## src/rtl/lkv_pkg.sv

```systemverilog
// ----------------------------------------------------------------------------
// lkv_pkg
// Shared types and constants of the LRU key-value store: field widths,
// action codes, controller states and the shift command of the cell row.
// ----------------------------------------------------------------------------
package lkv_pkg;

    // Port field widths
    localparam int ACTION_W = 3;
    localparam int KEY_W    = 64;
    localparam int VALUE_W  = 64;
    localparam int OCC_W    = 5;
    localparam int COUNT_W  = 32;
    localparam int CAP_W    = 5;

    // Defaults of the top-level parameters
    localparam int ENTRIES_DEF    = 16;
    localparam int KEY_BITS_DEF   = 64;
    localparam int VALUE_BITS_DEF = 64;

    // Capacity limit after reset
    localparam logic [CAP_W-1:0] CAP_RESET = 5'd16;

    // Request action codes; the codes above clear do nothing
    typedef enum logic [ACTION_W-1:0] {
        ACT_GET    = 3'd0,
        ACT_PUT    = 3'd1,
        ACT_REMOVE = 3'd2,
        ACT_EXISTS = 3'd3,
        ACT_CLEAR  = 3'd4
    } t_action;

    // Controller sequence
    typedef enum logic [1:0] {
        ST_IDLE,
        ST_MATCH,
        ST_ENCODE,
        ST_UPDATE
    } t_state;

    // Movement of the cell row; position 0 is the most recent entry
    typedef enum logic [1:0] {
        SH_HOLD,    // keep every cell
        SH_TOUCH,   // cells up to the hit take their left neighbor
        SH_INSERT,  // every cell takes its left neighbor
        SH_REMOVE   // cells from the hit on take their right neighbor
    } t_shift;

endpackage

```

## src/rtl/lkv_if.sv

```systemverilog
// ----------------------------------------------------------------------------
// lkv_req_if / lkv_rsp_if
// Valid/ready channels of the LRU key-value store: request and response.
// ----------------------------------------------------------------------------
interface lkv_req_if;
    import lkv_pkg::*;

    logic               valid;
    logic               ready;
    logic [ACTION_W-1:0] action;
    logic [KEY_W-1:0]    key;
    logic [VALUE_W-1:0]  value_in;

    modport source (output valid, action, key, value_in, input ready);
    modport sink   (input valid, action, key, value_in, output ready);
endinterface

interface lkv_rsp_if;
    import lkv_pkg::*;

    logic               valid;
    logic               ready;
    logic               found;
    logic [VALUE_W-1:0] value_out;
    logic [OCC_W-1:0]   occupancy;
    logic [COUNT_W-1:0] hit_total;
    logic [COUNT_W-1:0] miss_total;

    modport source (output valid, found, value_out, occupancy, hit_total, miss_total,
                    input ready);
    modport sink   (input valid, found, value_out, occupancy, hit_total, miss_total,
                    output ready);
endinterface

```

## src/rtl/lkv_ctrl.sv

```systemverilog
// ----------------------------------------------------------------------------
// lkv_ctrl
// Sequencer of the store: takes a request, steps through compare, encode
// and update, keeps occupancy, limit and counters, and holds the response.
// ----------------------------------------------------------------------------
module lkv_ctrl #(
    parameter int ENTRIES    = 16,
    parameter int KEY_BITS   = 64,
    parameter int VALUE_BITS = 64
) (
    input  logic                          i_clk,
    input  logic                          i_rst_n,
    lkv_req_if.sink                       i_req,
    lkv_rsp_if.source                     o_rsp,
    input  logic                          i_cfg_we,
    input  logic [lkv_pkg::CAP_W-1:0]     i_cfg_data,
    input  logic                          i_found,
    input  logic [VALUE_BITS-1:0]         i_hit_val,
    output lkv_pkg::t_shift               o_op,
    output logic [$clog2(ENTRIES+1)-1:0]  o_used,
    output logic [KEY_BITS-1:0]           o_key,
    output logic [VALUE_BITS-1:0]         o_load_val
);
    import lkv_pkg::*;

    localparam int CW = $clog2(ENTRIES+1);
    localparam int LW = (CW > CAP_W) ? CW : CAP_W;

    t_state                r_state, n_state;
    t_action               r_action;
    logic [KEY_BITS-1:0]   r_key;
    logic [VALUE_BITS-1:0] r_vin;
    logic [CW-1:0]         r_used, n_used;
    logic [CAP_W-1:0]      r_cap;
    logic [COUNT_W-1:0]    r_hits, n_hits;
    logic [COUNT_W-1:0]    r_misses, n_misses;
    logic                  r_out_valid, n_out_valid;
    logic                  r_out_found, n_out_found;
    logic [VALUE_BITS-1:0] r_out_val, n_out_val;
    logic [OCC_W-1:0]      r_out_occ, n_out_occ;
    logic [LW-1:0]         w_lim;
    logic [LW-1:0]         w_used_ext;
    logic [LW-1:0]         w_n_used_ext;
    logic                  w_go;
    logic                  w_accept;

    // Effective limit: zero counts as one, saturate at the row length
    always_comb begin
        if (r_cap == '0) begin
            w_lim = LW'(1);
        end else if (LW'(r_cap) > LW'(ENTRIES)) begin
            w_lim = LW'(ENTRIES);
        end else begin
            w_lim = LW'(r_cap);
        end
    end

    assign w_used_ext   = LW'(r_used);
    assign w_n_used_ext = LW'(n_used);
    assign w_accept     = i_req.valid && (r_state == ST_IDLE);
    assign w_go         = !r_out_valid || o_rsp.ready;

    // Next state, row command and response
    always_comb begin
        n_state     = r_state;
        n_used      = r_used;
        n_hits      = r_hits;
        n_misses    = r_misses;
        n_out_valid = r_out_valid && !o_rsp.ready;
        n_out_found = r_out_found;
        n_out_val   = r_out_val;
        n_out_occ   = r_out_occ;
        o_op        = SH_HOLD;
        o_load_val  = r_vin;
        unique case (r_state)
            ST_IDLE: begin
                if (w_accept) begin
                    n_state = ST_MATCH;
                end
            end
            ST_MATCH: begin
                n_state = ST_ENCODE;
            end
            ST_ENCODE: begin
                n_state = ST_UPDATE;
            end
            ST_UPDATE: begin
                if (w_go) begin
                    n_state     = ST_IDLE;
                    n_out_found = 1'b0;
                    n_out_val   = '0;
                    unique case (r_action)
                        ACT_GET: begin
                            if (i_found) begin
                                o_op        = SH_TOUCH;
                                o_load_val  = i_hit_val;
                                n_hits      = r_hits + COUNT_W'(1);
                                n_out_found = 1'b1;
                                n_out_val   = i_hit_val;
                            end else begin
                                n_misses = r_misses + COUNT_W'(1);
                            end
                        end
                        ACT_PUT: begin
                            n_out_found = i_found;
                            if (i_found) begin
                                o_op = SH_TOUCH;
                            end else begin
                                // Full: the oldest entry leaves the valid prefix
                                o_op = SH_INSERT;
                                if (w_used_ext < w_lim) begin
                                    n_used = r_used + CW'(1);
                                end
                            end
                        end
                        ACT_REMOVE: begin
                            n_out_found = i_found;
                            if (i_found) begin
                                o_op   = SH_REMOVE;
                                n_used = r_used - CW'(1);
                            end
                        end
                        ACT_EXISTS: begin
                            n_out_found = i_found;
                        end
                        ACT_CLEAR: begin
                            n_used = '0;
                        end
                        default: begin
                        end
                    endcase
                    n_out_valid = 1'b1;
                    n_out_occ   = w_n_used_ext[OCC_W-1:0];
                end
            end
            default: begin
                n_state = ST_IDLE;
            end
        endcase
    end

    // Control state
    always_ff @(posedge i_clk) begin
        if (!i_rst_n) begin
            r_state     <= ST_IDLE;
            r_used      <= '0;
            r_cap       <= CAP_RESET;
            r_hits      <= '0;
            r_misses    <= '0;
            r_out_valid <= 1'b0;
        end else begin
            r_state     <= n_state;
            r_used      <= n_used;
            r_hits      <= n_hits;
            r_misses    <= n_misses;
            r_out_valid <= n_out_valid;
            if (i_cfg_we) begin
                r_cap <= i_cfg_data;
            end
        end
    end

    // Request and response payload
    always_ff @(posedge i_clk) begin
        if (w_accept) begin
            r_action <= t_action'(i_req.action);
            r_key    <= i_req.key[KEY_BITS-1:0];
            r_vin    <= i_req.value_in[VALUE_BITS-1:0];
        end
        r_out_found <= n_out_found;
        r_out_val   <= n_out_val;
        r_out_occ   <= n_out_occ;
    end

    assign i_req.ready      = (r_state == ST_IDLE);
    assign o_rsp.valid      = r_out_valid;
    assign o_rsp.found      = r_out_found;
    assign o_rsp.value_out  = VALUE_W'(r_out_val);
    assign o_rsp.occupancy  = r_out_occ;
    assign o_rsp.hit_total  = r_hits;
    assign o_rsp.miss_total = r_misses;
    assign o_used           = r_used;
    assign o_key            = r_key;

endmodule
```

## src/flat_wrapper.sv

```systemverilog
// flat-port wrapper written by rule: the top's interface ports become plain ports
module lkv_ctrl_flat import lkv_pkg::*;
#(
    parameter int ENTRIES    = 16,
    parameter int KEY_BITS   = 64,
    parameter int VALUE_BITS = 64
)
  (i_clk, i_rst_n, i_cfg_we, i_cfg_data, i_found, i_hit_val, o_op, o_used, o_key, o_load_val, i_req_valid, i_req_action, i_req_key, i_req_value_in, i_req_ready, o_rsp_valid, o_rsp_found, o_rsp_value_out, o_rsp_occupancy, o_rsp_hit_total, o_rsp_miss_total, o_rsp_ready);
  lkv_req_if i_req_i ();
  lkv_rsp_if o_rsp_i ();
  input  logic i_clk;
  input  logic i_rst_n;
  input  logic i_cfg_we;
  input  logic [lkv_pkg::CAP_W-1:0] i_cfg_data;
  input  logic i_found;
  input  logic [VALUE_BITS-1:0] i_hit_val;
  output lkv_pkg::t_shift o_op;
  output logic [$clog2(ENTRIES+1)-1:0] o_used;
  output logic [KEY_BITS-1:0] o_key;
  output logic [VALUE_BITS-1:0] o_load_val;
  input wire logic [$bits(i_req_i.valid)-1:0] i_req_valid;
  input wire logic [$bits(i_req_i.action)-1:0] i_req_action;
  input wire logic [$bits(i_req_i.key)-1:0] i_req_key;
  input wire logic [$bits(i_req_i.value_in)-1:0] i_req_value_in;
  output wire logic [$bits(i_req_i.ready)-1:0] i_req_ready;
  output wire logic [$bits(o_rsp_i.valid)-1:0] o_rsp_valid;
  output wire logic [$bits(o_rsp_i.found)-1:0] o_rsp_found;
  output wire logic [$bits(o_rsp_i.value_out)-1:0] o_rsp_value_out;
  output wire logic [$bits(o_rsp_i.occupancy)-1:0] o_rsp_occupancy;
  output wire logic [$bits(o_rsp_i.hit_total)-1:0] o_rsp_hit_total;
  output wire logic [$bits(o_rsp_i.miss_total)-1:0] o_rsp_miss_total;
  input wire logic [$bits(o_rsp_i.ready)-1:0] o_rsp_ready;
  assign i_req_i.valid = i_req_valid;
  assign i_req_i.action = i_req_action;
  assign i_req_i.key = i_req_key;
  assign i_req_i.value_in = i_req_value_in;
  assign i_req_ready = i_req_i.ready;
  assign o_rsp_valid = o_rsp_i.valid;
  assign o_rsp_found = o_rsp_i.found;
  assign o_rsp_value_out = o_rsp_i.value_out;
  assign o_rsp_occupancy = o_rsp_i.occupancy;
  assign o_rsp_hit_total = o_rsp_i.hit_total;
  assign o_rsp_miss_total = o_rsp_i.miss_total;
  assign o_rsp_i.ready = o_rsp_ready;
  lkv_ctrl #(.ENTRIES(ENTRIES), .KEY_BITS(KEY_BITS), .VALUE_BITS(VALUE_BITS)) u_core (.i_clk(i_clk), .i_rst_n(i_rst_n), .i_req(i_req_i), .o_rsp(o_rsp_i), .i_cfg_we(i_cfg_we), .i_cfg_data(i_cfg_data), .i_found(i_found), .i_hit_val(i_hit_val), .o_op(o_op), .o_used(o_used), .o_key(o_key), .o_load_val(o_load_val));
endmodule
```

## config.mk

```make
export PLATFORM = sky130hd
export DESIGN_NAME = lkv_ctrl_flat
export DESIGN_NICKNAME = d
export VERILOG_FILES = /design/src/rtl/lkv_pkg.sv /design/src/rtl/lkv_if.sv /design/src/rtl/lkv_ctrl.sv /design/src/flat_wrapper.sv
export SDC_FILE = /design/constraint.sdc
export NUM_CORES = 1
export LEC_CHECK = 0
export ABC_CLOCK_PERIOD_IN_PS = 4710
export BUFFER_PORTS_ARGS = -buffer_cell sky130_fd_sc_hd__buf_2
export CORE_UTILIZATION = 33
export CTS_CLUSTER_SIZE = 40
export DETAILED_ROUTE_END_ITERATION = 16
export GPL_ROUTABILITY_DRIVEN = 0
export PLACE_DENSITY = 0.62
export SLEW_MARGIN = 20
export SYNTH_ARGS = -nofsm -noshare
export SYNTH_HDL_FRONTEND = slang
export SYNTH_SLANG_ARGS = --single-unit
export TNS_END_PERCENT = 1
```

## constraint.sdc

```tcl
create_clock -name i_clk -period 4.71 [get_ports i_clk]
set_input_delay 0 -clock i_clk [delete_from_list [all_inputs] [get_ports i_clk]]
set_output_delay 0 -clock i_clk [all_outputs]
set_load 0.005 [all_outputs]
```

==> results.cfg <==
[run_status]
status = complete, no violations

[timing]
post-route-period-util_pct = 73.76
max_freq_mhz = 287.8
finalHoldViolations = 0
slew_headroom_pct = 36.68
slew_violations = 0
fin_setup_tns_ps = 0
tightest_slew_ps = 949.7
skew_ps = 21.77
setup_viol = 0
rsz0062_at_grt = false
layout_setup_ws_ps = 1236
final.min_clock_period_ps = 3474

[layout]
syn_to_final_growth_pct = 53.50
utilization_pct = 51.61
drive_above_1_share_pct = 32.17
diodes = 0
stdcell_count = 2139
num-nets-final = 1883

[routing]
dr.first_iter.drc_count = 593
wl_met3_um = 2974
wl_met2_um = 20030
drtAntennaViolNets = 0
met1Wirelength_um = 15430
viasPerCell = 4.783
wire_per_inst_um = 18.75
wirelength_um = 40110
route.detailed.drc = 0
highest_layer = met4
num_vias = 10230
drtPass1Iterations = 6

[global_routing]
grt_overflow = 0
grtUsageTotal_pct = 22.23
grt_max_degree = 132
grt_antenna_before_repair = 0
grt_pass1_wl_um = 59420
grt_pass1_vias = 10240

[clocking]
path_clk_slew_ps = 60
cts_sinks = 278
post_cts_resized = 0
clock-root-buffer = clkbuf_16
htreeDepth = 2
cts_tree = yes
insertion_delay_ps = 520
clockBufferDepth = 3
cts_buffers = 34

[die]
start_util_pct = 33.62
die_y_um = 187.1
num_rows = 67
die_area_sq_mm = 0.03500
core_area_sq_mm = 0.03362
fp.dieW_um = 187.1
num_io_pins = 477

[worst_setup_path]
startpoint_type = register
crit_required_ps = 4710
worst-endpoint-arrival_ps = 3470
worstSetupPathType = register to output port
endpoint_kind = output port
reg2reg_depth = 5
worstPathMaxFanout = 40

[placement]
placed_cells = 1870
io_buffers = 476
pre_cts_ws_ps = 1501
dpl.hpwl_um = 27470

[synthesis]
synth-edff-count = 201
synth_cells = 985
synth_ff_type = edfxtp_1
async_flop_share_pct = 0
ys_seq_area_share_pct = 67.04
synth_fp_nets = 1202
ys_types = 46
syn-cell-area_sq_mm = 0.01130
synth_seq_cells = 278
avgSynthCellArea_sq_um = 11.48
yosys_warnings = 0

[flow_run]
cap_violations = 0

[worst_hold_path]
hold_depth = 4
hold_class = input pin to register

[power_and_ir_drop]
power.static_leakage_nw = 7.391
ir_drop_uv = 351.7
power.total_mw = 7.031
powerDensity_mw_per_mm2 = 405.2
## power by group
group	total [mW]	internal, mW	switching, mW
sequential	3.21	3.09	0.123
clock	2.58	1.56	1.02
combinational	1.24	0.501	0.734
## placed cells by master (no fill, tap or decap), types with 4 or more instances in the layout
cell type and n:
edfxtp_1 201, clkbuf_16 36, dlygate4sd3_1 208, nor2b_1 5
clkbuf_1 10, nor4_1 13, mux2i_1 9, and2_1 68
and4_1 8, xnor2_1 11, nand2b_1 8, o21bai_1 7
o21ai_0 22, nand2_1 240, o211ai_1 4, buf_2 476
ha_1 11, inv_1 16, nand4_1 27, nor3_1 12
and3_1 6, nor2_1 51, or4_1 7, xor2_1 17
buf_4 8, nand3_1 25, o31ai_1 8, or3_1 18
a21oi_1 32, dfxtp_1 77
## logic make-up (layout without fill, tap and decap cells)
| group | count (synthesis) | count (layout) | synth area share, % |
|---|---|---|---|
| and+or+nand+nor | 499 | 499 | 21.39 |
| muxes | 10 | 10 | 0.8966 |
| xor gates and xnor gates | 28 | 28 | 2.170 |
| AOI/OAI and AO/OA | 93 | 93 | 5.092 |
| buffers and inverters | 66 | 772 | 2.203 |
| DFF | 278 | 278 | 67.04 |
| adders and majority gates | 11 | 11 | 1.218 |
## worst paths after layout
check / slack [ps] / endpoint / from
worst min-delay path: 30 / u_core.r_state[0] / o_rsp_ready
worst max-delay path: 1240 / o_load_val[43] / u_core.r_action[1]
worst min register to register: 490 / u_core.o_rsp.miss_total[29] / u_core.o_rsp.miss_total[29]
worst max register to register: 1490 / u_core.o_rsp.hit_total[31] / u_core.r_action[1]
## critical path: stages (launching register included)
cell and delay, ps:
edfxtp_1 580, nor4b_4 760, and3_2 940, buf_4 350
nand2_1 100, nand2_1 70, buf_2 130
## per-layer routing
layer / vias up / track usage (%)
met1: 4842 / 25.77
met2: 470 / 38.35
li1: 4838 / -
met3: 81 / 5.666
met4: 0 / 10.40
met5: - / 0
## metrics by stage
step	hold slack [ps]	cell area [sq um]
global placement	176.1	14160
floorplan	84.98	11300
detailed placement	178.1	14160
finish	33.37	17350
CTS	11.02	17350
global route	20.90	17350
## area by class of cell
cell class,instances,area (sq um)
clock buffer,49,979.7
fill,2931,16270
sequential,278,7577
inverter,18,68.82
multi-input combinational,641,3493
tap,448,560.5
clock inverter,12,126.4
timing repair buffer,693,4544
## cells in the mapped netlist, drive strengths merged, types with 18 or more instances
master    n  area (sq um)
a21oi    32         160.2
nand3    26         130.1
edfxtp  201          6036
dfxtp    77          1541
o21ai    22         110.1
clkbuf   43         161.4
and2     69         431.7
or3      18         112.6
inv      18         67.56
nand4    28         181.4
nand2   240         900.9
nor2     51         191.4
## flip-flops by register name (all words and copies together), names as in the netlist
register,flops
u_core.o_rsp.value_out,64
u_core.o_rsp.found,1
u_core.o_used,5
u_core.o_rsp.hit_total,32
u_core.o_key,64
u_core.r_action,3
u_core.r_state,2
u_core.o_rsp.occupancy,5
u_core.r_cap,5
u_core.o_rsp.valid,1
u_core.o_rsp.miss_total,32
u_core.r_vin,64
## repair_timing
| action | CTS | global route |
|---|---|---|
| hold buffers | 208 | 0 |
| hold endpoints to repair | 210 | 0 |
| setup buffers | 0 | 0 |
Note: power is estimated with default switching activity, not from simulation.
