<file path="config.mk">
export PLATFORM = sky130hd
export DESIGN_NAME = lkv_encoder
export DESIGN_NICKNAME = d
export VERILOG_FILES = /design/src/rtl/lkv_encoder.sv
export SDC_FILE = /design/constraint.sdc
export NUM_CORES = 1
export LEC_CHECK = 0
export BUFFER_PORTS_ARGS = -buffer_cell sky130_fd_sc_hd__buf_4
export CORE_AREA = 2 2 434 436
export CTS_CLUSTER_DIAMETER = 60
export DETAILED_ROUTE_END_ITERATION = 7
export DIE_AREA = 0 0 436 438
export HOLD_SLACK_MARGIN = 0.1
export PLACE_DENSITY_LB_ADDON = 0.05
export REMOVE_ABC_BUFFERS = 1
export SYNTH_ARGS = -nofsm -noshare
export SYNTH_HDL_FRONTEND = slang
export SYNTH_SLANG_ARGS = --single-unit
export TNS_END_PERCENT = 1
</file>
<file path="constraint.sdc">
create_clock -name i_clk -period 1.55 [get_ports i_clk]
set_input_delay 0.31 -clock i_clk [delete_from_list [all_inputs] [get_ports i_clk]]
set_output_delay 0.31 -clock i_clk [all_outputs]
set_load 0.01 [all_outputs]
</file>
<file path="src/rtl/lkv_encoder.sv">
// ----------------------------------------------------------------------------
// lkv_encoder
// Turns the match flags of the row into a hit flag, the hit position and
// the stored value of the hit, all registered.
// ----------------------------------------------------------------------------
module lkv_encoder #(
    parameter int ENTRIES    = 16,
    parameter int VALUE_BITS = 64
) (
    input  logic                        i_clk,
    input  logic [ENTRIES-1:0]          i_match,
    input  logic [VALUE_BITS-1:0]       i_val [ENTRIES],
    output logic                        o_found,
    output logic [$clog2(ENTRIES)-1:0]  o_pos,
    output logic [VALUE_BITS-1:0]       o_hit_val
);
    localparam int IW = $clog2(ENTRIES);

    logic                  r_found;
    logic [IW-1:0]         r_pos;
    logic [VALUE_BITS-1:0] r_hit_val;
    logic [IW-1:0]         n_pos;
    logic [VALUE_BITS-1:0] n_hit_val;

    // OR together position and value of the single matching cell
    always_comb begin
        n_pos     = '0;
        n_hit_val = '0;
        for (int i = 0; i < ENTRIES; i++) begin
            if (i_match[i]) begin
                n_pos     = n_pos | IW'(i);
                n_hit_val = n_hit_val | i_val[i];
            end
        end
    end

    always_ff @(posedge i_clk) begin
        r_found   <= |i_match;
        r_pos     <= n_pos;
        r_hit_val <= n_hit_val;
    end

    assign o_found   = r_found;
    assign o_pos     = r_pos;
    assign o_hit_val = r_hit_val;

endmodule

</file>
==> results of run 1 <==
[cell type report]
| class | instances | area share, % |
|---|---|---|
| flip-flops and latches | 69 | 5.82 |
| clock inverters | 1 | 0.126 |
| diodes | 17 | 0.179 |
| multi-input cells | 589 | 21.1 |
| repair buffers | 1650 | 58.5 |
| clock buffers | 13 | 1.14 |
| well taps | 2495 | 13.1 |
[metal layers]
layer	part of all wire, %	wire, um	up-vias
li1	-	-	6768
met4	1.3	1780	20
met1	39	55100	7529
met3	5.7	8050	80
met5	0.078	111	-
met2	54	77400	639
[power groups by stage]
stage	registers (mW)	logic [mW]	clock network, mW
finish	1.80	6.01	2.80
global placement	1.85	5.28	0
floorplan	1.85	0.912	0
CTS	1.81	6.12	3.18
global route	1.81	6.38	3.13
detailed placement	1.85	5.24	0
[layout by cell type, fill, tap and decap left out, drive strengths merged]
cell type / n
buf: 1297
nand2: 4
dfxtp: 69
a22o: 256
diode: 17
dlymetal6s4s: 17
a221oi: 256
clkbuf: 13
bufinv: 1
dlygate4sd3: 336
nand4: 65
nor4: 8
[flip-flops by register name, indices dropped and copies added, names as in the netlist]
register	cells
o_hit_val	64
o_pos	4
o_found	1
[critical path: stages]
cell and delay [ns]:
buf_4 0.15, buf_12 0.16, buf_12 0.20, a22o_1 0.20
a221oi_2 0.15, dlygate4sd3_1 0.58, nand4_1 0.08
[path summary, 6_finish.rpt]
kind,slack (ns),to,cells past startpoint,start
max,-0.05,o_hit_val[18],7,i_match[14]
min,0.15,o_hit_val[5],3,i_val[453]
[repair_timing]
item | in CTS | in global routing
setup endpoints to repair | 5 | 17
setup buffers | 0 | 0
pin swaps | 0 | 1
hold buffers | 353 | 1
hold endpoints to repair | 58 | 1
gates resized for setup | 7 | 21
[per-stage QoR]
step	utilization, %	cell area (um^2)	TNS (ns)	hold WS (ns)
6_report	12.7	23800	-0.134	0.154
5_1_grt	12.7	23800	-0.0137	0.121
4_1_cts	12.7	23700	0	0.101
3_5_place_dp	10.6	19800	-16.33	0.537
3_3_place_gp	10.6	19800	-16.83	0.538
2_1_floorplan	-	6340	0	0.401
[cells by family after synthesis]
family          Yosys count  synth area share (%)
simple gates             77                  6.73
buf+inv                 112                  9.60
compound gates          512                  64.0
flops                    69                  19.7
==> summary.md, run 1 <==
| Metric | Value |
|---|---|
| Die width | 436 um |
| Chip height | 438 um |
| Critical Path RT | 1.88 ns |
| Commonest cells in the netlist | 256 x a221oi_1, 256 x a22o_1, 69 x dfxtp_1, 65 x nand4_1, 47 x clkbuf_1 |
| Final worst slack | -0.0464 ns |
| Multi-input logic area | 0.00501 mm^2 |
| DRC | 0 |
| GRT overflow | 0 |
| Fin crit share | 103% |
| CP Data Arrival Time | 1.92 ns |
| Final Setup Violations | 4 |
| Yosys top cell area share | 32.0% |
| Hold Vio Cnt, Final | 0 |
| Dpl hpwl | 121 mm |
| Via density | 3.11 |
| Failing checks | setup timing |
| Critical path type | primary input to register |
| Met2 usage | 27.0% |
| Fin nets | 3360 |
| Power share of the combinational group | 56.6% |
| Crit path launch type | primary input |
| Synthesized cell area | 0.00701 mm^2 |
| Reg clk slew, reported paths | 0.08 ns |
| Clock Tree Buf Depth | 2 |
| GR peak layer | met2 |
| Mean post-synth cell area | 9.10 um^2 |
| Syn. warnings | 0 |
| Clock share of power | 26.4% |
| Filler Cells Inserted | 21700 |
| Iter 0 DRT Violations | 948 |
| Largest net degree at the start of global routing | 36 |
| Internal cell power | 6.67 mW |
| Dpl cells | 4450 |
| Post-Place Setup Slack | -0.804 ns |
| Area Growth Syn to Fin | 239% |
| Drt wl/cell | 29.5 um |
| Met3 Use GR | 3.70% |
| Switching power | 3.94 mW |
| Cells after Synth | 770 |
| Max Slew Vio Count | 0 |
| Hold Crit Class | primary input to register |
| Core area | 0.187 mm^2 |
| Clock Sinks | 69 |
| Total Power | 10.6 mW |
| H-tree levels | 3 |
| Leakage power total | 10.3 nW |
| Initial antenna violation count | 42 |
| Initial Util | 3.76% |
| Status | finished with violations |
| DRT Wirelength | 142 mm |
| Flops & latches, synth | 69 |
| Switch share | 37.1% |
| Count of TritonRoute iterations in the first routing pass | 5 |
| Share of flip-flops with an asynchronous set or reset | 0% |
| Met1 Use GR | 15.9% |
| Port Buffers | 1109 |
| Crit-path max FO | 21 |
| First-pass GRT wire length | 177 mm |
| Vias in the first global route | 17000 |
| Via count | 15000 |
| Tmin final | 1.60 ns |
| Seq/Total Area, Yosys | 19.7% |
| Max rail drop VDD | 0.720 mV |
| Number of flops mapped to enable cells by yosys | 0 |
| Measured slew at the worst slew-check pin | 0.749 ns |
| DRT antenna net count | 0 |
| Max cap viols | 0 |
| P per Cell Area | 447 mW/mm^2 |
| Inserted Clock Buffers | 9 |
| Largest cells by area after synthesis | a221oi_1 32%, a22o_1 32%, dfxtp_1 20%, nand4_1 5.8%, buf_6 4.3% |
| RSZ-0062 raised after global routing | true |
| Maximum clock frequency | 0.626 GHz |
| Top FF cell, synth | dfxtp_1 |
| Sequential Power Share | 17.0% |
| Post-synth top area cell | a221oi_1 |
| CTS tree | done |
| GRT Total Usage | 14.3% |
| Die area | 0.191 mm^2 |
| Share of layout cells above drive strength 1 | 56.9% |
| Synth cell types | 11 |
| CTS root buf | clkbuf_16 |
| Type of element capturing the critical path | register |
| Std-Cell Rows | 159 |
| FF/Latch Area | 0.00138 mm^2 |
| Gpl congestion | 0.841 |
| Max-Slew Margin vs Limit | 50.1% |
| I/O pins | 1110 |
| Non-filler cells, final | 4834 |
(Power assumes the default switching activity.)
==> run 2, diff against run 1 <==
--- a/config.mk
+++ b/config.mk
@@ -6,10 +6,12 @@
 export NUM_CORES = 1
 export LEC_CHECK = 0
 export BUFFER_PORTS_ARGS = -buffer_cell sky130_fd_sc_hd__buf_4
-export CORE_AREA = 2 2 434 436
+export CELL_PAD_IN_SITES_DETAIL_PLACEMENT = 1
+export CELL_PAD_IN_SITES_GLOBAL_PLACEMENT = 2
+export CORE_AREA = 2 2 427 429
 export CTS_CLUSTER_DIAMETER = 60
 export DETAILED_ROUTE_END_ITERATION = 7
-export DIE_AREA = 0 0 436 438
+export DIE_AREA = 0 0 429 431
 export HOLD_SLACK_MARGIN = 0.1
 export PLACE_DENSITY_LB_ADDON = 0.05
 export REMOVE_ABC_BUFFERS = 1
==> run 2 against run 1 <==
The run still ends with setup timing left. Sequential share of layout area grew 0.25 points. Count of clock-buffer cells in the layout is 2 higher. Global-route usage increased by 0.22 points. Non-clock buffer count is 78 lower. Sequential cell count is the same. Final cell count fell by 3.9%. First-iteration DRC count decreased by 21%. Routed wire length down 1.9%. Utilization shrank 0.11 points. Critical endpoint unchanged. Highest routed layer unchanged.
==> summary.md, run 2 (synthesized netlist as in run 1, its figures left out) <==
| Metric | Value |
|---|---|
| RSZ-0062 raised after global routing | true |
| Status | finished with violations |
| Clock Sinks | 69 |
| Measured slew at the worst slew-check pin | 0.717 ns |
| Max FFs per register | 64 |
| Hold Vio Cnt, Final | 0 |
| Clock Tree Buf Depth | 2 |
| Layout Utilization | 12.6% |
| Critical Path RT | 1.85 ns |
| Max-Slew Margin vs Limit | 52.2% |
| Startpoint of the worst hold path | i_val[576] |
| Crit-path max FO | 26 |
| Type of element capturing the critical path | register |
| Core area | 0.180 mm^2 |
| GR peak layer | met2 |
| Initial antenna violation count | 50 |
| Via density | 3.14 |
| Share of layout cells above drive strength 1 | 57.3% |
| Drt wl/cell | 30.1 um |
| Tmin final | 1.56 ns |
| GRT Total Usage | 14.5% |
| Commonest non-fill, non-tap cell in the layout | buf_4 |
| Initial Util | 3.89% |
| Met2 usage | 27.4% |
| Endpoint, Worst Hold | o_hit_val[0] |
| Gpl congestion | 0.801 |
| GRT overflow | 0 |
| Final worst slack | -0.0129 ns |
| H-tree levels | 3 |
| Total Power | 10.1 mW |
| Critical path type | primary input to register |
| Non-filler cells, final | 4645 |
| CTS tree | done |
| DRT Wirelength | 140 mm |
| Critical-path top delay cell | a221oi_1 |
| Met1 Use GR | 16.1% |
| Final Setup Violations | 1 |
| Inserted Clock Buffers | 9 |
| Die width | 429 um |
| P per Cell Area | 444 mW/mm^2 |
| Port Buffers | 1109 |
| DRC | 0 |
| Count of TritonRoute iterations in the first routing pass | 5 |
| Crit path launch type | primary input |
| Leakage power total | 9.79 nW |
| Max cap viols | 0 |
| Dpl hpwl | 119 mm |
| Maximum clock frequency | 0.640 GHz |
| First-pass GRT wire length | 175 mm |
| I/O pins | 1110 |
| Dpl cells | 4301 |
| Die area | 0.185 mm^2 |
| CTS root buf | clkbuf_16 |
| DRT antenna net count | 0 |
| Vias in the first global route | 16800 |
| Slowest stage delay, CP | 0.59 ns |
| Fin nets | 3282 |
| Max Slew Vio Count | 0 |
| Hold Crit Class | primary input to register |
| Reg clk slew, reported paths | 0.09 ns |
| Via count | 14600 |
| Largest net degree at the start of global routing | 41 |
| Chip height | 431 um |
| Hold WS | 0.128 ns |
| Iter 0 DRT Violations | 746 |
| Setup TNS | -0.0129 ns |
| Area Growth Syn to Fin | 225% |
| Fin crit share | 101% |
| Setup Buffers After CTS | 0 |
| WHS Path Cells | 3 |
| Critical path, cell by cell | buf_4 > buf_12 > a22o_1 > a221oi_1 > nand4_1 |
| Std-Cell Rows | 156 |
| Commonest non-fill, non-tap cells in the layout | 1233 x buf_4, 294 x dlygate4sd3_1, 256 x a22o_1, 252 x a221oi_1, 69 x dfxtp_1 |
| Max rail drop VDD | 0.664 mV |
| Met3 Use GR | 3.13% |
| Failing checks | setup timing |
| CP Data Arrival Time | 1.86 ns |
==> run 2: worst max path at each step <==
| stage | to | cells past startpoint | start | slack (ns) |
|---|---|---|---|---|
| final | o_hit_val[18] | 5 | i_match[0] | -0.01 |
| after global routing | o_hit_val[43] | 6 | i_match[1] | -0.002 |
| after CTS | o_hit_val[59] | 6 | i_match[12] | 0.03 |
| after detailed placement | o_hit_val[59] | 6 | i_match[0] | -0.57 |
| after global placement | o_hit_val[43] | 5 | i_match[4] | -0.65 |
| after floorplan | o_hit_val[0] | 3 | i_val[768] | 0.60 |
==> run 2: critical path, delay by kind of cell <==
kind,cells,cell delay (ns)
buf+inv,2,0.38
compound gates,2,0.90
simple gates,1,0.17
==> run 2: routing by layer <==
| layer | vias to the layer above | part of all wire, % |
|---|---|---|
| met5 | - | 0.021 |
| met4 | 6 | 1.7 |
| met3 | 75 | 4.6 |
| met2 | 601 | 55 |
| met1 | 7300 | 39 |
| li1 | 6615 | - |
==> run 2: metrics by stage <==
| stage | area, um^2 | setup WS, ns |
|---|---|---|
| 2_1_floorplan | 6340 | 0.605 |
| 3_3_place_gp | 19400 | -0.652 |
| 3_5_place_dp | 19400 | -0.570 |
| 4_1_cts | 22700 | 0.0305 |
| 5_1_grt | 22700 | -0.00160 |
| 6_report | 22800 | -0.0129 |
==> run 2: layout make-up <==
| cell class | count | area, um^2 |
|---|---|---|
| Clock inverter | 1 | 30.0 |
| Sequential cell | 69 | 1380 |
| Clock buffer | 15 | 258 |
| Fill cell | 21300 | 157000 |
| Antenna cell | 29 | 72.6 |
| Tap cell | 2370 | 2970 |
| Multi-Input combinational cell | 589 | 4980 |
| Timing Repair Buffer | 1572 | 13100 |
==> run 2: repair_timing <==
action / CTS / global route
endpoints found under the hold margin: 56 / 0
setup endpoints to repair: 2 / 6
resized for setup: 2 / 7
hold buffers: 300 / 0
pin swaps: 2 / 0
==> run 2: report_power, final <==
part	internal [mW]	switching [mW]
Sequential	1.79	0.00813
Clock	1.30	1.33
Combinational	3.33	2.34
Total	6.42	3.68
==> run 3, diff against run 2 <==
--- a/config.mk
+++ b/config.mk
@@ -8,10 +8,10 @@
 export BUFFER_PORTS_ARGS = -buffer_cell sky130_fd_sc_hd__buf_4
 export CELL_PAD_IN_SITES_DETAIL_PLACEMENT = 1
 export CELL_PAD_IN_SITES_GLOBAL_PLACEMENT = 2
-export CORE_AREA = 2 2 427 429
+export CORE_AREA = 2 2 435 437
 export CTS_CLUSTER_DIAMETER = 60
 export DETAILED_ROUTE_END_ITERATION = 7
-export DIE_AREA = 0 0 429 431
+export DIE_AREA = 0 0 437 439
 export HOLD_SLACK_MARGIN = 0.1
 export PLACE_DENSITY_LB_ADDON = 0.05
 export REMOVE_ABC_BUFFERS = 1
==> constraint.sdc (replaced) <==
create_clock -name i_clk -period 1.9 [get_ports i_clk]
set_input_delay 0.38 -clock i_clk [delete_from_list [all_inputs] [get_ports i_clk]]
set_output_delay 0.38 -clock i_clk [all_outputs]
set_load 0.01 [all_outputs]
==> run 3 against run 2 <==
Sequential power down 18%. The run now ends clean. Highest routed layer unchanged. Final cell count is 4.0% lower. Worst setup slack better by 0.19 ns.
==> summary.md, run 3 (synthesized netlist as in run 1, its figures left out) <==
| Metric | Value |
|---|---|
| Status | completed |
| Internal cell power | 4.64 mW |
| DRT Wirelength | 142 mm |
| Power share of the combinational group | 53.2% |
| Via count | 13500 |
| CP Data Arrival Time | 2.04 ns |
| Clock Tree Buf Depth | 2 |
| First-pass GRT wire length | 175 mm |
| Crit path launch type | primary input |
| Hold WS | 0.171 ns |
| Initial antenna violation count | 34 |
| Measured slew at the worst slew-check pin | 0.764 ns |
| Inserted Clock Buffers | 9 |
| Type of element capturing the critical path | register |
| Filler Cells Inserted | 22200 |
| Reg clk slew, reported paths | 0.09 ns |
| Fin nets | 2975 |
| Commonest non-fill, non-tap cells in the layout | 1224 x buf_4, 256 x a22o_1, 255 x a221oi_1, 69 x dfxtp_1, 65 x nand4_1 |
| Hold Crit Class | primary input to register |
| Std-Cell Rows | 159 |
| Critical path type | primary input to register |
| Count of TritonRoute iterations in the first routing pass | 5 |
| Chip height | 439 um |
| Crit-path max FO | 23 |
| I/O pins | 1110 |
| Post-Place Setup Slack | -0.302 ns |
| CTS tree | done |
| Max rail drop VDD | 0.498 mV |
| Switching power | 2.92 mW |
| Drt wl/cell | 31.8 um |
| P per Cell Area | 383 mW/mm^2 |
| Iter 0 DRT Violations | 652 |
| Die width | 437 um |
| Share of layout cells above drive strength 1 | 65.7% |
| GRT overflow | 0 |
| Max-Slew Margin vs Limit | 49.0% |
| RSZ-0062 raised after global routing | false |
| Max cap viols | 0 |
| DRC | 0 |
| Gpl congestion | 0.809 |
| Dpl hpwl | 120 mm |
| Initial Util | 3.75% |
| CTS resizes | 0 |
| H-tree levels | 3 |
| Die area | 0.192 mm^2 |
| Vias in the first global route | 15300 |
| Fin crit share | 90.6% |
| WHS Path Cells | 3 |
| Sequential Power Share | 19.4% |
| Final worst slack | 0.179 ns |
| Placed Area | 0.0193 mm^2 |
| Core area | 0.187 mm^2 |
| Max FFs per register | 64 |
| Clock share of power | 27.4% |
| Area Growth Syn to Fin | 182% |
| GRT Total Usage | 14.2% |
| Final Cell Area | 0.0197 mm^2 |
| CTS root buf | clkbuf_16 |
| Leakage power total | 8.40 nW |
| Port Buffers | 1109 |
| Critical Path RT | 2.22 ns |
| Maximum clock frequency | 0.581 GHz |
| Switch share | 38.6% |
| Via density | 3.04 |
| Tmin final | 1.72 ns |
| Final Setup Violations | 0 |
| Largest net degree at the start of global routing | 36 |
| Commonest non-fill, non-tap cell in the layout | buf_4 |
| DRT antenna net count | 0 |
| Clock Sinks | 69 |
| Max Slew Vio Count | 0 |
| Hold Vio Cnt, Final | 0 |
==> run 3: cell count changes in the layout (fill, tap and decap cells not counted) <==
| cell | previous run | this run |
|---|---|---|
| a221oi_1 | 252 | 255 |
| a221oi_2 | 4 | 1 |
| buf_12 | 40 | 34 |
| buf_4 | 1233 | 1224 |
| bufinv_16 | 1 | 0 |
| clkbuf_1 | 5 | 0 |
| clkinv_2 | 0 | 4 |
| clkinvlp_4 | 0 | 1 |
| diode_2 | 29 | 28 |
| dlygate4sd3_1 | 294 | 7 |
| dlymetal6s4s_1 | 5 | 0 |
==> run 3: per-layer routing <==
layer  vias to the layer above  wire (um)  global-route usage (%)
li1                       5996          -                       -
met3                        54       8200                    3.76
met1                      6883      52600                    15.1
met2                       595      78900                    27.1
met5                         -         86                       0
met4                        12       1800                    3.92
==> run 3: worst max-delay path, stage by stage <==
cell and delay [ns]:
buf_4 0.13, buf_12 0.15, buf_4 0.24, a22o_1 0.21
a221oi_1 0.18, dlygate4sd3_1 0.59, nand4_1 0.07
==> run 3: final cells by class <==
| type | instances | area [um^2] | share of cell area (%) |
|---|---|---|---|
| clock inverters | 5 | 27.5 | 0.139 |
| flip-flops and latches | 69 | 1380 | 7.00 |
| diodes | 28 | 70.1 | 0.355 |
| well taps | 2495 | 3120 | 15.8 |
| clock buffers | 10 | 239 | 1.21 |
| multi-input cells | 589 | 4960 | 25.1 |
| repair buffers | 1265 | 9940 | 50.3 |
==> run 3: final timing paths <==
check,start,to
setup / recovery,i_match[15],o_hit_val[43]
hold / removal,i_val[131],o_hit_val[3]
==> run 3: power by group through the flow <==
stage / combinational [mW] / sequential (mW) / clock, mW
floorplan: 0.744 / 1.51 / 0
global placement: 4.14 / 1.51 / 0
detailed placement: 4.13 / 1.50 / 0
CTS: 4.15 / 1.47 / 2.35
global route: 4.31 / 1.47 / 2.30
finish: 4.02 / 1.47 / 2.07
==> run 3: metrics by stage <==
stage	total power [mW]	std cells	util [%]	TNS (ns)
2_1_floorplan	2.25	658	-	0
3_3_place_gp	5.65	4411	10.3	-2.88
3_5_place_dp	5.63	4411	10.3	-2.94
4_1_cts	7.98	4433	10.5	0
5_1_grt	8.08	4458	10.6	0
6_report	7.56	4461	10.6	0
==> run 3: repair_timing <==
item                                   4_1_cts  5_1_grt
endpoints found under the hold margin        5        0
buffers inserted                             0        0
hold buffers                                 7        0
