--- src/rtl/lkv_pkg.sv ---
// ----------------------------------------------------------------------------
// lkv_pkg
// Shared types and constants of the LRU key-value store: field widths,
// action codes, controller states and the shift command of the cell row.
// ----------------------------------------------------------------------------
package lkv_pkg;

    // Port field widths
    localparam int ACTION_W = 3;
    localparam int KEY_W    = 64;
    localparam int VALUE_W  = 64;
    localparam int OCC_W    = 5;
    localparam int COUNT_W  = 32;
    localparam int CAP_W    = 5;

    // Defaults of the top-level parameters
    localparam int ENTRIES_DEF    = 16;
    localparam int KEY_BITS_DEF   = 64;
    localparam int VALUE_BITS_DEF = 64;

    // Capacity limit after reset
    localparam logic [CAP_W-1:0] CAP_RESET = 5'd16;

    // Request action codes; the codes above clear do nothing
    typedef enum logic [ACTION_W-1:0] {
        ACT_GET    = 3'd0,
        ACT_PUT    = 3'd1,
        ACT_REMOVE = 3'd2,
        ACT_EXISTS = 3'd3,
        ACT_CLEAR  = 3'd4
    } t_action;

    // Controller sequence
    typedef enum logic [1:0] {
        ST_IDLE,
        ST_MATCH,
        ST_ENCODE,
        ST_UPDATE
    } t_state;

    // Movement of the cell row; position 0 is the most recent entry
    typedef enum logic [1:0] {
        SH_HOLD,    // keep every cell
        SH_TOUCH,   // cells up to the hit take their left neighbor
        SH_INSERT,  // every cell takes its left neighbor
        SH_REMOVE   // cells from the hit on take their right neighbor
    } t_shift;

endpackage

--- src/rtl/lkv_cell.sv ---
// ----------------------------------------------------------------------------
// lkv_cell
// One entry of the recency-ordered row: holds a key and a value, compares
// its key against the request and moves its entry to a neighbor on command.
// ----------------------------------------------------------------------------
module lkv_cell #(
    parameter int ENTRIES    = 16,
    parameter int KEY_BITS   = 64,
    parameter int VALUE_BITS = 64,
    parameter int IDX        = 0
) (
    input  logic                           i_clk,
    input  lkv_pkg::t_shift                i_op,
    input  logic [$clog2(ENTRIES)-1:0]     i_pos,
    input  logic [$clog2(ENTRIES+1)-1:0]   i_used,
    input  logic [KEY_BITS-1:0]            i_req_key,
    input  logic [KEY_BITS-1:0]            i_left_key,
    input  logic [VALUE_BITS-1:0]          i_left_val,
    input  logic [KEY_BITS-1:0]            i_right_key,
    input  logic [VALUE_BITS-1:0]          i_right_val,
    output logic [KEY_BITS-1:0]            o_key,
    output logic [VALUE_BITS-1:0]          o_val,
    output logic                           o_match
);
    import lkv_pkg::*;

    localparam int IW = $clog2(ENTRIES);
    localparam int CW = $clog2(ENTRIES+1);

    logic [KEY_BITS-1:0]   r_key;
    logic [VALUE_BITS-1:0] r_val;
    logic                  r_match;
    logic [KEY_BITS-1:0]   n_key;
    logic [VALUE_BITS-1:0] n_val;
    logic                  w_valid;
    logic                  w_upto_pos;
    logic                  w_from_pos;

    // Valid entries form a prefix of the row
    assign w_valid    = CW'(IDX) < i_used;
    assign w_upto_pos = IW'(IDX) <= i_pos;
    assign w_from_pos = IW'(IDX) >= i_pos;

    // Pick the source of the next entry
    always_comb begin
        n_key = r_key;
        n_val = r_val;
        unique case (i_op)
            SH_HOLD: begin
            end
            SH_TOUCH: begin
                if (w_upto_pos) begin
                    n_key = i_left_key;
                    n_val = i_left_val;
                end
            end
            SH_INSERT: begin
                n_key = i_left_key;
                n_val = i_left_val;
            end
            SH_REMOVE: begin
                if (w_from_pos) begin
                    n_key = i_right_key;
                    n_val = i_right_val;
                end
            end
            default: begin
            end
        endcase
    end

    // Advance the entry and register the key compare
    always_ff @(posedge i_clk) begin
        r_key   <= n_key;
        r_val   <= n_val;
        r_match <= w_valid && (r_key == i_req_key);
    end

    assign o_key   = r_key;
    assign o_val   = r_val;
    assign o_match = r_match;

endmodule

--- config.mk ---
export PLATFORM = sky130hd
export DESIGN_NAME = lkv_cell
export DESIGN_NICKNAME = d
export VERILOG_FILES = /design/src/rtl/lkv_pkg.sv /design/src/rtl/lkv_cell.sv
export SDC_FILE = /design/constraint.sdc
export NUM_CORES = 1
export LEC_CHECK = 0
export BUFFER_PORTS_ARGS = -buffer_cell sky130_fd_sc_hd__buf_4
export CAP_MARGIN = 15
export CORE_AREA = 2 2 179 181
export CTS_CLUSTER_DIAMETER = 100
export DETAILED_ROUTE_END_ITERATION = 8
export DIE_AREA = 0 0 181 183
export GPL_TIMING_DRIVEN = 1
export PLACE_DENSITY = 0.46
export SLEW_MARGIN = 15
export SYNTH_ARGS = -nofsm -noshare
export SYNTH_HDL_FRONTEND = slang
export SYNTH_SLANG_ARGS = --single-unit
export TNS_END_PERCENT = 10
--- constraint.sdc ---
create_clock -name i_clk -period 6.3 [get_ports i_clk]
set_input_delay 0.63 -clock i_clk [delete_from_list [all_inputs] [get_ports i_clk]]
set_output_delay 0.63 -clock i_clk [all_outputs]
set_load 0.03 [all_outputs]
==> flow_summary.rst, run 1 <==
.. list-table::
   :header-rows: 1

   * - Metric
     - Value
   * - Height of the die
     - around 180 µm
   * - Highest-count cells in the layout ignoring fill and taps
     - 462 x buf_4, 128 x mux2_2, 128 x edfxtp_1, 64 x xnor2_1, 17 x clkbuf_16
   * - Post-cts sizing count
     - 0
   * - Count of final hold-check violations
     - 0
   * - Peak supply drop
     - between 150 and 200 µV
   * - Number of buffers on the longest clock path
     - 2
   * - Switching power total
     - between 0.8 and 0.9 mW
   * - Worst Setup Slack, final
     - about 3.4 ns
   * - Maximum number of pins on one net before global-route repair
     - 94
   * - Register bit count reported by yosys
     - ~130
   * - Combinational group share of total power
     - 26.9%
   * - Number of placed instances, taps included
     - 1212
   * - Final Critical Period
     - between 2 and 3 ns
   * - Net count after synthesis
     - approximately 700
   * - Wire length of the first global-routing pass
     - ~34000 µm
   * - DR iter-0 viols
     - approximately 160
   * - Post-route ant nets
     - 0
   * - Post-CTS setup buffer count
     - 0
   * - Commonest non-fill, non-tap cell in the layout
     - buf_4
   * - Hold Path Class
     - in -> reg
   * - Number of antenna violations at the first check in global routing
     - 0
   * - Power per Cell Area
     - between 200 and 300 mW/mm²
   * - Arrival @ worst endpoint
     - just under 3 ns
   * - Fraction of layout cells with a size suffix above 1
     - between 70% and 80%
   * - Data required, critical path
     - between 6 and 7 ns
   * - Count of placed standard cells in the final layout, fillers left out
     - around 1200
   * - YS warnings
     - 0
   * - Congestion Overflow GR
     - 0
   * - I/O pin cnt
     - around 460
   * - Sinks on the clock net
     - 129
   * - Proportion of total power due to net switching
     - 29.44%
   * - Total CTS buffers
     - 17
   * - Worst Clk Skew
     - around 0.0070 ns
   * - Pre-antenna DRT Iters
     - 4
   * - Number of rows created at floorplan
     - 65
   * - Via density per instance
     - slightly below 4
   * - P&R area growth vs syn
     - 73.99%
   * - Max Slew Vio Count
     - 0
   * - Clock input transition at the sequential cells of the worst setup and hold paths
     - about 0.060 ns
   * - Library cell with the largest summed area after synthesis
     - edfxtp_1
   * - Later-pin clock latency in the skew report
     - between 0.4 and 0.5 ns
   * - Worst slew margin
     - 31.84%
   * - Routability congestion estimate from global placement
     - ~0.77
   * - Post-placement cell area
     - around 0.010 mm²
   * - I/O Buffers
     - 460
   * - CP Max Fanout
     - 93
   * - Mapped cell area
     - slightly above 0.006 mm²
   * - Internal
     - between 2 and 2.5 mW
   * - Die Footprint
     - 0.03312 mm²
   * - Post-detailed-placement half-perimeter wirelength
     - 18670 µm
   * - Vias in the first global route
     - roughly 5400
   * - Setup repair after global routing missed its margin
     - no
   * - Deepest level of the CTS H-tree
     - 4
   * - Average detailed-routed wire length per instance
     - 19.19 µm
   * - Clk network pwr share
     - roughly a third
   * - Horizontal die dimension
     - 181 µm
   * - Sequential fraction of the synthesis area
     - between 60 and 70%
   * - Starting density of the core
     - 19.61%
   * - Worst hold slack
     - slightly below 0.5 ns
   * - Share of the core filled with cells
     - between 30 and 40%
   * - Worst slack after detailed placement
     - around 2.9 ns
   * - Ratio of final minimum period to clock period
     - 45.41%
   * - Remaining routing DRC violations
     - 0
   * - Setup-violating endpoint count in the final report
     - 0
   * - Root buffer selected by CTS
     - clkbuf_16
   * - Max Cap Violations
     - 0
   * - Total Wirelength
     - between 20000 and 25000 µm
   * - Post-route cell area
     - between 0.01 and 0.015 mm²
   * - LEAKAGE
     - roughly 4.4 nW
   * - Post-Synthesis Cells
     - approximately 360
   * - Sequential share of power
     - around two fifths
   * - Outcome
     - finished, final reports clean
   * - Worst setup path class
     - in -> reg
   * - CP Launch Type
     - input port
   * - Area inside the core boundary
     - roughly 0.031 mm²
   * - Crit path capture type
     - register
   * - Cts-stage hold buffer count
     - 0
   * - Post-synth cell types
     - 14
   * - Global-route total usage across every layer
     - between 10% and 20%
   * - Post-synth top area share
     - 62.76%
   * - NumNets Final
     - around 1200
   * - CTS tree
     - built
   * - Fmax achieved
     - roughly 0.35 GHz
   * - Synthesized area per cell
     - roughly 17 µm²
   * - Dominant cells by area after synthesis
     - edfxtp_1 63%, mux2_2 24%, xnor2_1 9.2%
   * - Fin Setup TNS
     - 0 ns
   * - Vias after detailed routing
     - roughly 5000
   * - Total power consumption of the routed design
     - ~3.0 mW
   * - Transition time at the pin with the least slew margin
     - roughly 1 ns
-- cell families after synthesis --
logic type	count (synthesis)	synth area share (%)
fa+ha+maj	1	0.2043
mux	129	23.72
compound gates	1	0.1226
simple gates	24	2.594
flops	129	63.08
xor+xnor	64	9.152
buf+inv	14	1.123
-- routing by layer --
layer	vias to the layer above	part of all wire, %	track usage (%)	routed length [µm]
met3	16	9.8	5.818	2350
met4	0	1.4	5.008	333
met5	-	0	0	0
met1	2276	38	15.61	8962
li1	2329	-	-	-
met2	281	51	25.11	12230
-- state kept, by name, indices dropped and copies added (netlist names) --
| name | cells |
|---|---|
| o_match | 1 |
| o_key | 64 |
| o_val | 64 |
-- synth_stat cells --
| library cell | count |
|---|---|
| buf_2 | 13 |
| clkbuf_1 | 1 |
| dfxtp_1 | 1 |
| edfxtp_1 | 128 |
| ha_1 | 1 |
| mux2_2 | 129 |
| nand3_1 | 2 |
| nand4_1 | 15 |
| nor3_1 | 2 |
| nor4_1 | 2 |
| nor4_2 | 2 |
| o211ai_1 | 1 |
| or4_1 | 1 |
| xnor2_1 | 64 |
-- cell type report --
cell class	instances	area (µm²)
Fill cell	3162	20570
Timing Repair Buffer	462	3468
Clock inverter	12	166.4
Tap cell	402	503.0
Antenna cell	1	2.502
Clock buffer	19	432.9
Multi-Input combinational cell	219	2220
Sequential cell	129	3864
-- path summary, 6_finish.rpt --
path | start | end | slack, ns | cells after the start
worst min register to register | o_key[38] | o_match | 0.64 | 3
worst min-delay path | i_right_val[10] | o_val[10] | 0.49 | 2
worst max register to register | o_key[1] | o_match | 4.47 | 5
worst max-delay path | i_op[0] | o_key[9] | 3.44 | 4
-- worst max-delay path, cell delays in order --
cell    delay (ns)
buf_4         0.09
ha_4          0.70
mux2_8        0.82
buf_4         0.57
-- power by group through the flow --
stage	Clock, mW	Sequential (mW)	Combinational [mW]
5_1_grt	1.11	1.18	0.861
2_1_floorplan	0	1.41	0.176
3_5_place_dp	0	1.19	0.826
6_report	1.04	1.17	0.814
3_3_place_gp	0	1.19	0.829
4_1_cts	1.08	1.17	0.828
(Power assumes the default switching activity.)
==> run 2, diff against run 1 <==
- PLACE_DENSITY: 0.46 -> 0.48
- clock period: 6.3 -> 2.3 ns (I/O delays scaled with it)
==> flow_summary.rst, run 2 (synthesis gave the netlist of run 1 again) <==
.. list-table::
   :header-rows: 1

   * - Metric
     - Value
   * - Outcome
     - finished, final reports clean
   * - Proportion of total power due to net switching
     - 30.20% (+0.76 points)
   * - Data required, critical path
     - 2.63 ns (-3.74 ns)
   * - Combinational group share of total power
     - 27.8% (+0.9 points)
   * - Die Footprint
     - 0.03312 mm² (unchanged)
   * - Top Layer Used
     - met4
   * - Wire length of the first global-routing pass
     - 33300 µm (-3.1%)
   * - Commonest non-fill, non-tap cell in the layout
     - buf_4
   * - Fin Setup TNS
     - 0 ns (unchanged)
   * - Cts-stage hold buffer count
     - 0 (unchanged)
   * - Peak supply drop
     - 410.3 µV (+150%)
   * - Hold Path Class
     - in -> reg
   * - Max Slew Vio Count
     - 0 (unchanged)
   * - Worst Clk Skew
     - 0.004547 ns (-0.002435 ns)
   * - DR iter-0 viols
     - 190 (+21%)
   * - Fraction of layout cells with a size suffix above 1
     - 74.65% (+0.69 points)
   * - Post-CTS setup buffer count
     - 0 (unchanged)
   * - Number of placed instances, taps included
     - 1226 (+1.2%)
   * - Fmax achieved
     - between 0.5 and 0.6 GHz
   * - Share of the core filled with cells
     - 34.72% (+0.59 points)
   * - Average detailed-routed wire length per instance
     - 18.50 µm (-3.6%)
   * - DR WL met3
     - 2431 µm (+3.4%)
   * - Horizontal die dimension
     - 181 µm (unchanged)
   * - Sum of routed wire segments on met1
     - 8514 µm (-5.0%)
   * - NumNets Final
     - 1176 (+1.2%)
   * - FF-to-FF Start
     - o_key[44]
   * - Max Cap Violations
     - 0 (unchanged)
   * - Sinks on the clock net
     - 129 (unchanged)
   * - Count of placed standard cells in the final layout, fillers left out
     - 1258 (+1.1%)
   * - CTS tree
     - built
   * - LEAKAGE
     - 4.474 nW (+2.1%)
   * - Congestion Overflow GR
     - 0 (unchanged)
   * - Crit path capture type
     - register
   * - Sequential share of power
     - 38.1% (-0.5 points)
   * - Power per Cell Area
     - 768.6 mW/mm² (+170%)
   * - Later-pin clock latency in the skew report
     - 0.41 ns (-0.02 ns)
   * - Setup repair after global routing missed its margin
     - no
   * - Post-route ant nets
     - 0 (unchanged)
   * - Transition time at the pin with the least slew margin
     - 0.5603 ns (-0.4620 ns)
   * - I/O pin cnt
     - 461 (unchanged)
   * - Number of buffers on the longest clock path
     - 2 (unchanged)
   * - Count of final hold-check violations
     - 0 (unchanged)
   * - Starting density of the core
     - 19.61% (unchanged)
   * - Via density per instance
     - 3.935 (-0.14%)
   * - Worst reg2reg setup slack
     - 0.39 ns (-4.08 ns)
   * - Met2 Routed Length
     - 12010 µm (-1.8%)
   * - Worst slew margin
     - 62.30% (+30 points)
   * - Post-cts sizing count
     - 0 (unchanged)
   * - Height of the die
     - 183 µm (unchanged)
   * - Final Critical Period
     - 1.910 ns
   * - Number of rows created at floorplan
     - 65 (unchanged)
   * - Deepest level of the CTS H-tree
     - 4 (unchanged)
   * - P&R area growth vs syn
     - 77.02%
   * - CP Max Fanout
     - 2 (-98%)
   * - Total Wirelength
     - 23270 µm (-2.5%)
   * - Source of the worst hold timing path
     - i_right_val[12]
   * - Global-route total usage across every layer
     - 13.64% (-0.65 points)
   * - I/O Buffers
     - 460 (unchanged)
   * - Endpoint, Worst Hold
     - o_val[12]
   * - Pre-antenna DRT Iters
     - 4 (unchanged)
   * - N_diodes
     - 0 (-1)
   * - Clk network pwr share
     - 34.1% (-0.4 points)
   * - Arrival @ worst endpoint
     - 2.24 ns (-0.69 ns)
   * - Area inside the core boundary
     - 0.03123 mm² (unchanged)
   * - Vias after detailed routing
     - 4950 (+0.98%)
   * - CP Launch Type
     - register
   * - Ratio of final minimum period to clock period
     - 83.03%
   * - Switching power total
     - 2.516 mW (+180%)
   * - Highest-count cells in the layout ignoring fill and taps
     - 470 x buf_4, 128 x mux2_2, 128 x edfxtp_1, 64 x xnor2_1, 17 x clkbuf_16
   * - Internal
     - 5.816 mW (+170%)
   * - Worst setup path class
     - reg -> reg
   * - Setup-violating endpoint count in the final report
     - 0 (unchanged)
   * - Hold Path Cell Cnt
     - 2 (unchanged)
   * - Root buffer selected by CTS
     - clkbuf_16
   * - Clock input transition at the sequential cells of the worst setup and hold paths
     - 0.07 ns (about the same)
   * - Logic depth of the worst register-to-register path
     - 5 (unchanged)
   * - Maximum number of pins on one net before global-route repair
     - 68 (-28%)
   * - Post-detailed-placement half-perimeter wirelength
     - 18960 µm (+1.6%)
   * - Vias in the first global route
     - 5504 (+2.7%)
   * - Startpoint of the worst setup timing path
     - o_key[44]
   * - Remaining routing DRC violations
     - 0 (unchanged)
   * - Number of fill cells in the layout
     - 3156 (-0.19%)
   * - Total CTS buffers
     - 17 (unchanged)
   * - Routability congestion estimate from global placement
     - 0.7370 (-4.6%)
   * - Worst flop-to-flop path endpoint
     - o_match
   * - Number of antenna violations at the first check in global routing
     - 0 (unchanged)
[run 2: stage by stage]
stage	hold slack [ns]	cell area, µm²	total power [mW]	setup slack, ns
2_1_floorplan	0.4448	6128	4.351	0.2501
3_3_place_gp	0.5343	10230	5.581	0.2809
3_5_place_dp	0.5351	10230	5.583	0.2748
4_1_cts	0.08418	10840	8.505	0.2486
5_1_grt	0.08894	10840	8.712	0.2539
6_report	0.1127	10840	8.333	0.3902
[run 2: cell type report]
cell class	instances	area, µm²	share of cell area (%)
clock buffer	18	429.2	3.958
clock inverter	14	177.7	1.639
multi-input combinational	219	2220	20.47
sequential	129	3864	35.64
tap	402	503.0	4.639
timing repair buffer	476	3649	33.65
[run 2: worst max-delay path, cell delays in order, from the launching register on]
cell and delay [ns]:
edfxtp_1 0.41, xnor2_1 0.25, nand4_1 0.21, nor4_1 0.53
nand3_1 0.16, nor4_2 0.27
[run 2: worst max-delay path by stage]
stage / end / slack [ns]
floorplan: o_key[0] / 0.25
detailed placement: o_match / 0.27
CTS: o_match / 0.25
global route: o_match / 0.25
global placement: o_match / 0.28
finish: o_match / 0.39
[run 2: power by group through the flow]
stage / Sequential, mW / Clock (mW) / Combinational [mW]
floorplan: 3.87 / 0 / 0.483
global placement: 3.22 / 0 / 2.36
detailed placement: 3.23 / 0 / 2.35
CTS: 3.18 / 2.96 / 2.36
global route: 3.21 / 3.05 / 2.45
finish: 3.17 / 2.84 / 2.32
[run 2: metal layers]
layer | track usage (%) | up-vias
met3 | 5.600 | 17
met4 | 3.837 | 0
li1 | - | 2363
met1 | 14.73 | 2271
met2 | 24.60 | 299
met5 | 0 | -
==> run 3, diff against run 2 <==
- PLACE_DENSITY: 0.48 -> 0.46
- clock period: 2.3 -> 1.9 ns (I/O delays scaled with it)
==> flow_summary.rst, run 3 (synthesis gave the netlist of run 1 again) <==
.. list-table::
   :header-rows: 1

   * - Metric
     - Value
   * - Outcome
     - finished, final reports clean
   * - Congestion Overflow GR
     - 0 (unchanged)
   * - Commonest non-fill, non-tap cell in the layout
     - buf_4
   * - Worst setup path class
     - reg -> reg
   * - Global-route total usage across every layer
     - 14.11% (+0.47 points)
   * - Data required, critical path
     - 2.22 ns (-0.41 ns)
   * - Combined area of the multi-input logic cells
     - 0.002231 mm² (+0.51%)
   * - Global-route track usage on met1
     - 14.35% (-0.38 points)
   * - Horizontal die dimension
     - 181 µm (unchanged)
   * - Wire length of the first global-routing pass
     - 34210 µm (+2.7%)
   * - Final Critical Period
     - 1.727 ns (-0.1829 ns)
   * - Proportion of total power due to net switching
     - 29.95% (-0.25 points)
   * - P&R area growth vs syn
     - 77.43%
   * - Logic depth of the worst register-to-register path
     - 5 (unchanged)
   * - CTS tree
     - built
   * - Pre-antenna DRT Iters
     - 4 (unchanged)
   * - Root buffer selected by CTS
     - clkbuf_16
   * - Power per Cell Area
     - 921.6 mW/mm² (+20%)
   * - I/O pin cnt
     - 461 (unchanged)
   * - Die Footprint
     - 0.03312 mm² (unchanged)
   * - Via density per instance
     - 3.933 (about the same)
   * - Post-route ant nets
     - 0 (unchanged)
   * - Post-cts sizing count
     - 2 (+2)
   * - Hold Path Class
     - in -> reg
   * - FF-to-FF Start
     - o_key[3]
   * - Crit path capture type
     - register
   * - Count of placed standard cells in the final layout, fillers left out
     - 1260 (+0.16%)
   * - Later-pin clock latency in the skew report
     - 0.42 ns (about the same)
   * - Met3 GRT Util
     - 6.414% (+0.81 points)
   * - DR iter-0 viols
     - 104 (-45%)
   * - Fraction of layout cells with a size suffix above 1
     - 74.83% (+0.18 points)
   * - CP Launch Type
     - register
   * - Combinational group share of total power
     - 28.1% (+0.3 points)
   * - Sequential share of power
     - 38.3% (+0.2 points)
   * - Cts-stage hold buffer count
     - 0 (unchanged)
   * - Busiest grt layer
     - met2
   * - Deepest level of the CTS H-tree
     - 4 (unchanged)
   * - Average detailed-routed wire length per instance
     - 18.83 µm (+1.8%)
   * - Vias after detailed routing
     - 4955 (+0.10%)
   * - Routability congestion estimate from global placement
     - 0.7558 (+2.6%)
   * - Remaining routing DRC violations
     - 0 (unchanged)
   * - Count of final hold-check violations
     - 0 (unchanged)
   * - Vias in the first global route
     - 5471 (-0.60%)
   * - Number of rows created at floorplan
     - 65 (unchanged)
   * - I/O Buffers
     - 460 (unchanged)
   * - Number of buffers on the longest clock path
     - 2 (unchanged)
   * - N_diodes
     - 0 (unchanged)
   * - Number of fill cells in the layout
     - 3138 (-0.57%)
   * - Switching power total
     - 2.999 mW (+19%)
   * - LEAKAGE
     - 4.492 nW (+0.39%)
   * - Number of placed instances, taps included
     - 1228 (+0.16%)
   * - Worst flop-to-flop path endpoint
     - o_match
   * - Setup repair after global routing missed its margin
     - no
   * - Worst reg2reg setup slack
     - 0.17 ns (-0.22 ns)
   * - Number of antenna violations at the first check in global routing
     - 0 (unchanged)
   * - Internal
     - 7.016 mW (+21%)
   * - NumNets Final
     - 1178 (+0.17%)
   * - Source of the worst hold timing path
     - i_left_val[11]
   * - Total area of sequential cells
     - 0.003864 mm² (unchanged)
   * - Total CTS buffers
     - 17 (unchanged)
   * - Endpoint, Worst Hold
     - o_val[11]
   * - Peak supply drop
     - 526.4 µV (+28%)
   * - Fmax achieved
     - 0.5791 GHz (+11%)
   * - CP Max Fanout
     - 2 (unchanged)
   * - Sinks on the clock net
     - 129 (unchanged)
   * - Highest-count cells in the layout ignoring fill and taps
     - 471 x buf_4, 128 x mux2_2, 128 x edfxtp_1, 64 x xnor2_1, 17 x clkbuf_16
   * - Post-detailed-placement half-perimeter wirelength
     - 19280 µm (+1.7%)
   * - Starting density of the core
     - 19.61% (unchanged)
   * - Hold Path Cell Cnt
     - 2 (unchanged)
   * - Met2 Use GR
     - 26.20% (+1.6 points)
   * - Total power consumption of the routed design
     - 10.02 mW (+20%)
   * - Max Slew Vio Count
     - 0 (unchanged)
   * - Clock input transition at the sequential cells of the worst setup and hold paths
     - 0.06 ns (about the same)
   * - Worst slew margin
     - 76.27% (+14 points)
   * - Ratio of final minimum period to clock period
     - 90.89% (+7.9 points)
   * - Setup-violating endpoint count in the final report
     - 0 (unchanged)
   * - Max Cap Violations
     - 0 (unchanged)
   * - Arrival @ worst endpoint
     - 2.05 ns (-0.19 ns)
   * - Total Wirelength
     - 23730 µm (+2.0%)
   * - Post-CTS setup buffer count
     - 0 (unchanged)
   * - Clk network pwr share
     - 33.6% (-0.5 points)
   * - Area inside the core boundary
     - 0.03123 mm² (unchanged)
   * - Height of the die
     - 183 µm (unchanged)
   * - Worst Clk Skew
     - 0.004781 ns (+0.0002337 ns)
   * - Transition time at the pin with the least slew margin
     - 0.3560 ns (-0.2043 ns)
   * - Maximum number of pins on one net before global-route repair
     - 59 (-13%)
==> run 3: changes by cell type in the layout (fill, tap and decap cells not counted), moves of 2 or more <==
cell | previous run | this run
clkinv_2 | 1 | 4
clkinvlp_4 | 4 | 2
inv_6 | 4 | 1
clkinv_1 | 0 | 2
==> run 3: cell type report <==
class / instances / share of cell area [%]
clock buffers: 17 / 3.915
clock inverters: 15 / 1.543
multi-input cells: 219 / 20.53
flip-flops and latches: 129 / 35.56
well taps: 402 / 4.629
repair buffers: 478 / 33.83
==> run 3: worst max-delay path by stage <==
stage / slack (ns) / cells past startpoint / endpoint / from
after floorplan: 0.21 / 3 / o_key[0] / i_op[0]
after detailed placement: -0.08 / 5 / o_match / o_key[3]
after global routing: 0.008 / 5 / o_match / o_key[6]
after CTS: 0.07 / 5 / o_match / o_key[3]
after global placement: -0.002 / 5 / o_match / o_key[3]
final: 0.17 / 5 / o_match / o_key[3]
==> run 3: stage by stage <==
step | setup TNS (ns) | hold WS, ns | setup slack, ns | utilization [%] | cell area, µm²
3_5_place_dp | -0.07769 | 0.4951 | -0.07769 | 32.86 | 10260
3_3_place_gp | -0.001679 | 0.4922 | -0.001679 | 32.86 | 10260
5_1_grt | 0 | 0.04016 | 0.008009 | 34.80 | 10870
4_1_cts | 0 | 0.03673 | 0.06608 | 34.80 | 10870
6_report | 0 | 0.07011 | 0.1731 | 34.80 | 10870
2_1_floorplan | 0 | 0.4048 | 0.2071 | - | 6140
==> run 3: critical path, stage by stage, from the launching register on <==
cell and delay (ns):
edfxtp_1 0.42, xnor2_1 0.19, nand4_1 0.20, nor4_2 0.39
nand3_1 0.14, nor4_2 0.29
==> run 3: power by group through the flow <==
stage | sequential (mW) | combinational [mW] | clock (mW)
floorplan | 4.68 | 0.589 | 0
global placement | 3.89 | 2.87 | 0
detailed placement | 3.91 | 2.85 | 0
CTS | 3.85 | 2.86 | 3.52
global route | 3.89 | 2.98 | 3.62
finish | 3.84 | 2.81 | 3.37
==> run 3: layer usage <==
metal / wire, µm / up-vias
met3: 2575 / 12
met1: 8313 / 2290
met4: 263 / 0
met2: 12580 / 290
li1: - / 2363
met5: 0 / -
